===== config.mk =====
export PLATFORM = sky130hd
export DESIGN_NAME = indexed_array_list
export DESIGN_NICKNAME = d
export VERILOG_FILES = /design/src/sv/ial_pkg.sv /design/src/sv/ial_ram.sv /design/src/sv/indexed_array_list.sv
export SDC_FILE = /design/constraint.sdc
export NUM_CORES = 2
export LEC_CHECK = 0
export ABC_AREA = 1
export BUFFER_PORTS_ARGS = -buffer_cell sky130_fd_sc_hd__buf_2
export CORE_UTILIZATION = 40
export CTS_CLUSTER_DIAMETER = 150
export DETAILED_ROUTE_END_ITERATION = 7
export GPL_TIMING_DRIVEN = 0
export HOLD_SLACK_MARGIN = 0.08
export PLACE_DENSITY = 0.65
export SYNTH_ARGS = -nofsm -noshare
export SYNTH_HDL_FRONTEND = slang
export SYNTH_SLANG_ARGS = --single-unit
export TNS_END_PERCENT = 50

===== constraint.sdc =====
create_clock -name i_clk -period 9.2 [get_ports i_clk]
set_input_delay 0.92 -clock i_clk [delete_from_list [all_inputs] [get_ports i_clk]]
set_output_delay 0.92 -clock i_clk [all_outputs]
set_load 0.02 [all_outputs]

===== src/sv/ial_pkg.sv =====
package ial_pkg;

    // List geometry
    localparam int CAPACITY     = 64;
    localparam int ELEMENT_BITS = 32;
    localparam int ADDR_W       = $clog2(CAPACITY);
    localparam int LEN_W        = $clog2(CAPACITY + 1);

    // Operation codes
    typedef enum logic [1:0] {
        OP_APPEND = 2'd0,
        OP_INSERT = 2'd1,
        OP_GET    = 2'd2,
        OP_REMOVE = 2'd3
    } t_opcode;

    // Result status codes
    typedef enum logic [1:0] {
        ST_OK     = 2'd0,
        ST_BOUNDS = 2'd1,
        ST_FULL   = 2'd2
    } t_status;

    // Sequencer states
    typedef enum logic [2:0] {
        S_IDLE,
        S_SCAN,
        S_DRAIN,
        S_LAST,
        S_DONE
    } t_state;

endpackage


===== src/sv/ial_ram.sv =====
module ial_ram #(
    parameter int WIDTH = 32,
    parameter int DEPTH = 64,
    localparam int AW = $clog2(DEPTH)
) (
    input  logic             i_clk,
    input  logic             i_wr_en,
    input  logic [AW-1:0]    i_wr_addr,
    input  logic [WIDTH-1:0] i_wr_data,
    input  logic             i_rd_en,
    input  logic [AW-1:0]    i_rd_addr,
    output logic [WIDTH-1:0] o_rd_data
);

    logic [WIDTH-1:0] r_mem [DEPTH];
    logic [WIDTH-1:0] r_rd_data;

    // One write port, one registered read port
    always_ff @(posedge i_clk) begin
        if (i_wr_en) begin
            r_mem[i_wr_addr] <= i_wr_data;
        end
        if (i_rd_en) begin
            r_rd_data <= r_mem[i_rd_addr];
        end
    end

    assign o_rd_data = r_rd_data;

endmodule


===== src/sv/indexed_array_list.sv =====
// Indexed array list: an ordered list of up to 64 words kept in one RAM.
// Input channel (i_in_valid / o_in_ready) carries one operation per transfer:
// append, insert at a position, get at a position, or remove at a position.
// Output channel (o_out_valid / i_out_ready) returns one result per operation:
// the element read or removed, a status and the list length afterwards.
// An error goes straight to the done state, an append at the end skips the
// scan and goes to the final write, a get reads the entry at the position, and
// insert and remove scan the entries at or above the position. Each of those
// entries costs one RAM read and, when moved, one RAM write, pipelined at one
// entry per cycle through the registered read port. The next operation is
// taken once the result is loaded and the sequencer is back in idle; the
// longest operation is a remove at position 0 of a full list.
// One operation is in work at a time; a new one is taken as soon as the
// previous result sits in the output register, even if it is not yet taken.
// If the receiver stalls, the finished operation waits in the done state
// until the output register frees up, and the input stays not ready.
// Reset empties the list (length zero); RAM contents are not cleared and are
// never read outside the stored length.
module indexed_array_list (
    input  logic                                i_clk,
    input  logic                                i_rst_n,
    input  logic                                i_in_valid,
    output logic                                o_in_ready,
    input  ial_pkg::t_opcode                    i_opcode,
    input  logic [6:0]                          i_position,
    input  logic [31:0]                         i_element_value,
    output logic                                o_out_valid,
    input  logic                                i_out_ready,
    output logic [31:0]                         o_element_out,
    output ial_pkg::t_status                    o_status,
    output logic [6:0]                          o_list_length
);

    import ial_pkg::*;

    t_state                  r_state, n_state;
    t_opcode                 r_op;
    t_status                 r_status;
    logic [ADDR_W-1:0]       r_pos;
    logic [ADDR_W-1:0]       r_ptr;
    logic [ADDR_W-1:0]       r_end;
    logic [ELEMENT_BITS-1:0] r_val;
    logic [ELEMENT_BITS-1:0] r_elem;
    logic [LEN_W-1:0]        r_len;
    logic                    r_pend;
    logic                    r_pend_cap;
    logic [ADDR_W-1:0]       r_pend_waddr;
    logic                    r_out_valid;
    logic [31:0]             r_out_elem;
    t_status                 r_out_status;
    logic [6:0]              r_out_len;

    logic                    w_accept;
    logic                    w_out_free;
    logic [LEN_W-1:0]        w_pos;
    logic [LEN_W-1:0]        w_len_m1;
    logic                    w_is_add;
    logic                    w_bounds;
    logic                    w_full;
    t_status                 w_status;
    logic                    w_no_shift;
    logic [LEN_W-1:0]        w_new_len;

    logic                    ram_wr_en;
    logic [ADDR_W-1:0]       ram_wr_addr;
    logic [ELEMENT_BITS-1:0] ram_wr_data;
    logic                    ram_rd_en;
    logic [ADDR_W-1:0]       ram_rd_addr;
    logic [ELEMENT_BITS-1:0] ram_rd_data;

    ial_ram #(
        .WIDTH (ELEMENT_BITS),
        .DEPTH (CAPACITY)
    ) u_ram (
        .i_clk     (i_clk),
        .i_wr_en   (ram_wr_en),
        .i_wr_addr (ram_wr_addr),
        .i_wr_data (ram_wr_data),
        .i_rd_en   (ram_rd_en),
        .i_rd_addr (ram_rd_addr),
        .o_rd_data (ram_rd_data)
    );

    // Checks on the incoming operation
    assign w_accept   = i_in_valid && o_in_ready;
    assign w_out_free = !r_out_valid || i_out_ready;
    assign w_is_add   = (i_opcode == OP_APPEND) || (i_opcode == OP_INSERT);
    assign w_pos      = (i_opcode == OP_APPEND) ? r_len : LEN_W'(i_position);
    assign w_len_m1   = r_len - LEN_W'(1);

    always_comb begin
        if (w_is_add) begin
            w_bounds = w_pos > r_len;
        end else begin
            w_bounds = w_pos >= r_len;
        end
        w_full = w_is_add && (r_len >= LEN_W'(CAPACITY));
        if (w_bounds) begin
            w_status = ST_BOUNDS;
        end else if (w_full) begin
            w_status = ST_FULL;
        end else begin
            w_status = ST_OK;
        end
        w_no_shift = w_is_add && (w_pos == r_len);
    end

    // Length after the operation in work
    always_comb begin
        w_new_len = r_len;
        if (r_status == ST_OK) begin
            case (r_op)
                OP_APPEND, OP_INSERT: w_new_len = r_len + LEN_W'(1);
                OP_REMOVE:            w_new_len = r_len - LEN_W'(1);
                default:              w_new_len = r_len;
            endcase
        end
    end

    // Next state
    always_comb begin
        n_state = r_state;
        case (r_state)
            S_IDLE: begin
                if (w_accept) begin
                    if (w_status != ST_OK) begin
                        n_state = S_DONE;
                    end else if (w_no_shift) begin
                        n_state = S_LAST;
                    end else begin
                        n_state = S_SCAN;
                    end
                end
            end
            S_SCAN: begin
                if (r_ptr == r_end) begin
                    n_state = S_DRAIN;
                end
            end
            S_DRAIN: n_state = S_LAST;
            S_LAST:  n_state = S_DONE;
            S_DONE: begin
                if (w_out_free) begin
                    n_state = S_IDLE;
                end
            end
            default: n_state = S_IDLE;
        endcase
    end

    // RAM port control and input handshake
    always_comb begin
        o_in_ready  = 1'b0;
        ram_rd_en   = 1'b0;
        ram_rd_addr = r_ptr;
        ram_wr_en   = 1'b0;
        ram_wr_addr = r_pend_waddr;
        ram_wr_data = ram_rd_data;
        // data read last cycle lands one slot over
        if (r_pend && !r_pend_cap) begin
            ram_wr_en = 1'b1;
        end
        case (r_state)
            S_IDLE: o_in_ready = 1'b1;
            S_SCAN: ram_rd_en = 1'b1;
            S_LAST: begin
                if (r_op == OP_REMOVE) begin
                    ram_wr_en   = 1'b1;
                    ram_wr_addr = r_end;
                    ram_wr_data = '0;
                end else if (r_op == OP_APPEND || r_op == OP_INSERT) begin
                    ram_wr_en   = 1'b1;
                    ram_wr_addr = r_pos;
                    ram_wr_data = r_val;
                end
            end
            default: o_in_ready = 1'b0;
        endcase
    end

    // Control registers
    always_ff @(posedge i_clk) begin
        if (!i_rst_n) begin
            r_state     <= S_IDLE;
            r_len       <= '0;
            r_pend      <= 1'b0;
            r_out_valid <= 1'b0;
        end else begin
            r_state <= n_state;
            r_pend  <= (r_state == S_SCAN);
            if (r_state == S_DONE && w_out_free) begin
                r_len       <= w_new_len;
                r_out_valid <= 1'b1;
            end else if (i_out_ready) begin
                r_out_valid <= 1'b0;
            end
        end
    end

    // Operation and scan registers
    always_ff @(posedge i_clk) begin
        if (w_accept) begin
            r_op     <= i_opcode;
            r_status <= w_status;
            r_val    <= i_element_value;
            r_elem   <= '0;
            r_pos    <= w_pos[ADDR_W-1:0];
            case (i_opcode)
                OP_APPEND, OP_INSERT: begin
                    r_ptr <= w_len_m1[ADDR_W-1:0];
                    r_end <= w_pos[ADDR_W-1:0];
                end
                OP_REMOVE: begin
                    r_ptr <= w_pos[ADDR_W-1:0];
                    r_end <= w_len_m1[ADDR_W-1:0];
                end
                default: begin
                    r_ptr <= w_pos[ADDR_W-1:0];
                    r_end <= w_pos[ADDR_W-1:0];
                end
            endcase
        end
        if (r_state == S_SCAN) begin
            // shift up walks down from the top, shift down walks up
            if (r_op == OP_APPEND || r_op == OP_INSERT) begin
                r_ptr        <= r_ptr - ADDR_W'(1);
                r_pend_waddr <= r_ptr + ADDR_W'(1);
            end else begin
                r_ptr        <= r_ptr + ADDR_W'(1);
                r_pend_waddr <= r_ptr - ADDR_W'(1);
            end
            r_pend_cap <= (r_op == OP_GET) || (r_op == OP_REMOVE && r_ptr == r_pos);
        end
        if (r_pend && r_pend_cap) begin
            r_elem <= ram_rd_data;
        end
        if (r_state == S_DONE && w_out_free) begin
            r_out_elem   <= 32'(r_elem);
            r_out_status <= r_status;
            r_out_len    <= 7'(w_new_len);
        end
    end

    assign o_out_valid   = r_out_valid;
    assign o_element_out = r_out_elem;
    assign o_status      = r_out_status;
    assign o_list_length = r_out_len;

    // Stored length never passes the capacity
    a_len_bound: assert property (@(posedge i_clk) disable iff (!i_rst_n)
        r_len <= LEN_W'(CAPACITY))
        else $error("list length beyond capacity");

    // The final write never collides with a shift write
    a_last_no_pend: assert property (@(posedge i_clk) disable iff (!i_rst_n)
        (r_state == S_LAST) |-> !r_pend)
        else $error("shift write pending during final write");

    // The shift never reads the entry it writes in the same cycle
    a_rw_apart: assert property (@(posedge i_clk) disable iff (!i_rst_n)
        (ram_wr_en && ram_rd_en) |-> (ram_wr_addr != ram_rd_addr))
        else $error("RAM read and write hit the same entry");

    // A finished operation reaches the output register
    a_done_out: assert property (@(posedge i_clk) disable iff (!i_rst_n)
        (r_state == S_DONE && w_out_free) |=> (o_out_valid && r_state == S_IDLE))
        else $error("result not loaded on completion");

    // Input is taken only when no operation is in work
    a_one_op: assert property (@(posedge i_clk) disable iff (!i_rst_n)
        w_accept |=> (r_state != S_IDLE))
        else $error("operation accepted but sequencer stayed idle");

endmodule

==> Word-level counts from Yosys, hierarchy flattened <==
Memory sizes are Yosys's and may differ from the RTL's. A register that Yosys moved wholly into a read port is not among the register bits.
Index checks and enable logic that the tools add are counted.
{ "totals": {"register_bits": 146, "ram_bits": 2048, "input_bits": 45, "elab_cells": 99, "n_memories": 1} }
{ "op_classes": {"n_addsub": 4, "magnitude_cmp": 3, "eq_ne": 15, "muxes": 36, "reduce_logical": 24} }
{ "memory_table": {"columns": ["name", "words", "width", "read_ports", "rd_ports_with_merged_regs", "write_ports", "line", "rtl"], "rows": [
  ["u_ram.r_mem", 64, 32, 1, 1, 1, "ial_ram.sv:15", "logic [WIDTH-1:0] r_mem [DEPTH];"]
]} }
{ "ops": {"columns": ["cell", "n"], "rows": [
  ["$mux W32", 5],
  ["$mux W6", 9],
  ["$pmux W3 S5", 1],
  ["$mux W7", 2],
  ["$pmux W7 S2", 1],
  ["$eq A6 B6 Y1", 2],
  ["$mux W3", 4],
  ["$mux W1", 11],
  ["$reduce_bool A2 Y1", 4],
  ["$add A7 B1 Y7 const B", 1],
  ["$eq A7 B7 Y1", 1],
  ["$ge A7 B7 Y1", 1],
  ["$ge A7 B7 Y1 const B", 1],
  ["$gt A7 B7 Y1", 1],
  ["$logic_and A1 B1 Y1", 7],
  ["$sub A7 B1 Y7 const B", 1],
  ["$add A6 B1 Y6 const B", 1],
  ["$eq A2 B2 Y1 const B", 3],
  ["$eq A3 B2 Y1 const B", 2],
  ["$logic_not A2 Y1", 3],
  ["$mux W2", 3],
  ["$ne A2 B2 Y1 const B", 3],
  ["$sub A6 B1 Y6 const B", 1],
  ["$eq A2 B1 Y1 const B", 2],
  ["other kinds (7)", 12]
]} }

==> Logic depth before layout (Yosys ltp) <==
{ "depth": {"depth_word": 9, "ltp_mapped": 16} }

==> Cells and area by module <==
From an unflattened synthesis, not the netlist that was laid out.
{ "unflattened": {"hier_cells": 7393, "area_unflattened_um2": 89654.7} }
{ "modules_own_cells": {"columns": ["module", "instances", "cells_each", "area_each_um2", "seq_area_each_um2"], "rows": [
  ["ial_ram", 1, 6769, 83058.4, 62459.9],
  ["indexed_array_list", 1, 624, 6596.3, 4264.1]
]} }

==> Least setup slack after synthesis <==
OpenSTA, ideal clock, no wires.
{ "synth_path": {"kind": "register to register", "from": "reg r_op[1]", "to": "mem u_ram.r_mem[0][10] (data pin)", "t_arrival_ns": 3.435, "setup_slack_ns": 5.063, "stages_incl_launch_ff": 6, "period_less_slack_ns": 4.137, "path_cell_list": "edfxtp_1 inv_1 nor2_2 nor2_8 clkbuf_1 o21ai_0"} }
{ "synth_between": {"elab_chain_cells": 5, "word_cells_on_any_way": 7, "cone_classes": "2 x eq/ne; 3 x mux; 2 x reduce/logical"} }
{ "synth_lines": {"columns": ["element", "line", "rtl"], "rows": [
  ["start, declared", "indexed_array_list.sv:37", "t_opcode r_op;"],
  ["start signal, assigned", "indexed_array_list.sv:203", "r_op <= i_opcode;"],
  ["$eq A2 B1 Y1 or $logic_not A2 Y1 (tied branches)", "indexed_array_list.sv:171", "end else if (r_op == OP_APPEND || r_op == OP_INSERT) begin"],
  ["$logic_or A1 B1 Y1", "indexed_array_list.sv:171", null],
  ["$mux W32", "indexed_array_list.sv:171", null],
  ["$mux W32 *", "indexed_array_list.sv:167", "if (r_op == OP_REMOVE) begin"],
  ["$mux W32 *", "indexed_array_list.sv:163", "case (r_state)"],
  ["named net ram_wr_data[10]", "indexed_array_list.sv:66", "logic [ELEMENT_BITS-1:0] ram_wr_data;"],
  ["end, declared", "ial_ram.sv:15", null]
]} }
Mark *: on every way through the listed nets, which the timed path passes. The rest lies on a longest branch.

==> flow_summary.ini <==
[run_status]
status = complete, but fails checks
violations = capacitance limit, slew limit

[grt]
grt_pass1_wl_um = 465900
grt_overflow = 0
grt.total_usage = 0.3052
grt_max_degree = 43
antenna_found_initial = 26
grt_pass1_vias = 57411

[placement]
port_buffers = 87
gp_congestion = 1.024
pre_cts_ws_ns = 4.979
dp_hpwl_um = 242700
dpl.cell_count = 9765

[pwr]
cellPowerDensity_nw_per_um2 = 355.1
peakVddDrop_v = 0.0002507
leakage_uw = 0.03320

[critical_path]
crit_type = reg -> reg
crit_path_max_fanout = 10
slowest_stage = clkbuf_1
cp_top_family = buffers and inverters
worstPathRequired_ns = 9.90
cpMostUsedCell = nand3_1
worstSetupStartpointType = register
arrival_ns = 5.40
path_buf_inv = 4
slowest_delay_ns = 0.93
path_cells = inv_2 > buf_4 > buf_4 > clkbuf_1 > nand3_1 > nand4_1 > a21oi_1 > nand3_1 > nand3_1 > nand2_1
cp-end-kind = register

[die]
die-area_um2 = 221600
rows = 171
die_w_um = 470.8
coreArea_um2 = 217800
start_util = 0.4036
dieHeight_um = 470.8
io_pins = 88

[timing]
period_needed_ns = 4.694
post-route-period-util = 0.5102
worst_pin_slew_ns = 1.633
setup_viol = 0
hold_viol_final = 0
relSlewSlack = -0.08892
fmax_ghz = 0.2130
layout_setup_ws_ns = 4.506
drv_slew = 11
rsz0062_at_grt = no
clock-skew-final_ns = 0.08650

[cts]
cts_sinks = 2226
cts_root_buf = clkbuf_16
clkLatencyLatePin_ns = 0.92
clkTransAtPathRegs_ns = 0.06
clk_path_buf_depth = 3
ctsHoldBuffers = 0
cts-htree-levels = 4
cts.repair.resized = 0
cts_buffers = 218
cts_tree = yes
post_cts_buffers = 0

[run]
cap_violations = 1

[logic_synthesis]
synth_edf_count = 2214
async_reset_ff_frac = 0
synthCells = 6681
synth_cell_types = 41
syn-num-nets = 6737
avgSynthCellArea_um2 = 13.16
syn_area_um2 = 87900
synth_seq_cells = 2226
ys_seq_area_frac = 0.7591
dominantRegCellSynth = edfxtp_1
ys_warn_count = 0

[layout]
nFillCells = 18746
nNetsFinal = 7187
syn2layout_area_growth_pct = 17.07
final-instance-count-excl-fill = 10178
layout-drive-gt1-share = 0.1196

[routing]
wl_per_cell_um = 34.01
vias_per_cell = 6.157
drt_pass1_iterations = 8
via_count = 62661
drtIter0Drc = 11275
drc = 0
routed_wl_um = 346100
drtAntennaViolNets = 0

[worst_hold_path]
hp-class = in -> reg
[cell type report]
type                            instances  area, µm²  area share
Inverter                               95      361.6    0.003514
Timing Repair Buffer                  230       3503     0.03404
Multi-Input combinational cell       3907      19500      0.1895
Antenna cell                            7      17.52   0.0001702
Buffer                                453       2175     0.02113
Clock buffer                          284       5703     0.05542
Clock inverter                        122       1354     0.01316
Sequential cell                      2226      66720      0.6484
Tap cell                             2854       3571     0.03470
[registers in the layout (all words and copies together), names as in the netlist, 2 cells and up]
name,flops
o_element_out,32
o_list_length,7
o_status,2
r_elem,32
r_end,6
r_len,7
r_op,2
r_pend_waddr,6
r_pos,6
r_ptr,6
r_state,3
r_status,2
r_val,32
u_ram.o_rd_data,32
u_ram.r_mem,2048
[power breakdown]
part | internal, µW | switching (µW) | leakage, µW | total (µW)
Combinational | 3240 | 11500 | 0.00972 | 14800
Sequential | 12700 | 154 | 0.0201 | 12900
Clock | 4910 | 4020 | 0.00340 | 8930
Total | 20800 | 15700 | 0.0332 | 36500
[Yosys cell counts (all sizes together), types with 12 or more instances]
library cell  instances  area share
nor2               1156       0.050
xor2                 15      0.0015
o22ai               133      0.0095
o211ai              251       0.021
clkbuf              218      0.0093
edfxtp             2214        0.76
a21oi               152      0.0090
nand4               131      0.0093
dfxtp                12      0.0027
buf                 235       0.015
inv                  90      0.0039
nand3               562       0.032
o21ai               870       0.050
nand2               600       0.026
[placed cells by master (no fill, tap or decap), types with 7 or more instances in the layout]
cell and n:
bufinv_16 18, clkinv_1 51, nand3_1 558, inv_1 77, clkbuf_1 283, ha_1 11, dfxtp_1 12, o21ai_1 53
buf_2 234, o21ai_4 32, clkinv_16 10, buf_1 21, diode_2 7, nor2_4 67, buf_16 28, nor2_1 1083
o221ai_1 10, o21ai_0 784, edfxtp_1 2214, clkinv_2 33, buf_6 10, o22ai_1 133, nand4_1 131, a21oi_1 148
buf_4 57, inv_2 11, nand2_1 594, o211ai_1 251, clkbuf_16 218, xor2_1 15, buf_12 114
[metal layers]
metal	GRT usage	wire (µm)	vias up
met3	0.1026	51270	924
met4	0.2001	26890	4
met1	0.3978	123600	31014
met5	0	23	-
met2	0.4326	144400	5096
li1	-	-	25623
[path summary, 6_finish.rpt]
kind | startpoint | slack [ns] | cells after the start | to
min reg2reg | r_elem[1] | 0.42 | 0 | o_element_out[1]
max reg2reg | r_ptr[0] | 4.51 | 10 | u_ram.o_rd_data[7]
min | i_element_value[29] | 0.21 | 1 | r_val[29]
max | r_ptr[0] | 4.51 | 10 | u_ram.o_rd_data[7]
[through the flow]
step | instance area, µm² | hold WS (ns) | total power (µW) | TNS, ns | util
6_report | 102900 | 0.2075 | 36540 | 0 | 0.4725
3_3_place_gp | 91910 | 0.4077 | 26700 | -2192.56 | 0.4220
2_1_floorplan | 87900 | 0.4003 | 19540 | 0 | -
5_1_grt | 102900 | 0.1885 | 37050 | 0 | 0.4724
3_5_place_dp | 95830 | 0.4045 | 26980 | 0 | 0.4400
4_1_cts | 102900 | 0.1692 | 35760 | 0 | 0.4724
[worst reg2reg max path: stages (launching register included)]
cell and delay, ns:
edfxtp_1 0.55, inv_2 0.51, buf_4 0.37, buf_4 0.41
clkbuf_1 0.94, nand3_1 0.57, nand4_1 0.40, a21oi_1 0.19
nand3_1 0.30, nand3_1 0.12, nand2_1 0.21
[kinds of logic after synthesis]
family,synth area share
xor+xnor,0.001594
flops,0.7591
buf+inv,0.02884
compound gates,0.09080
fa+ha+maj,0.001566
simple gates,0.1179
mux,0.0002420
No activity file was read; power rests on OpenSTA's default activity.
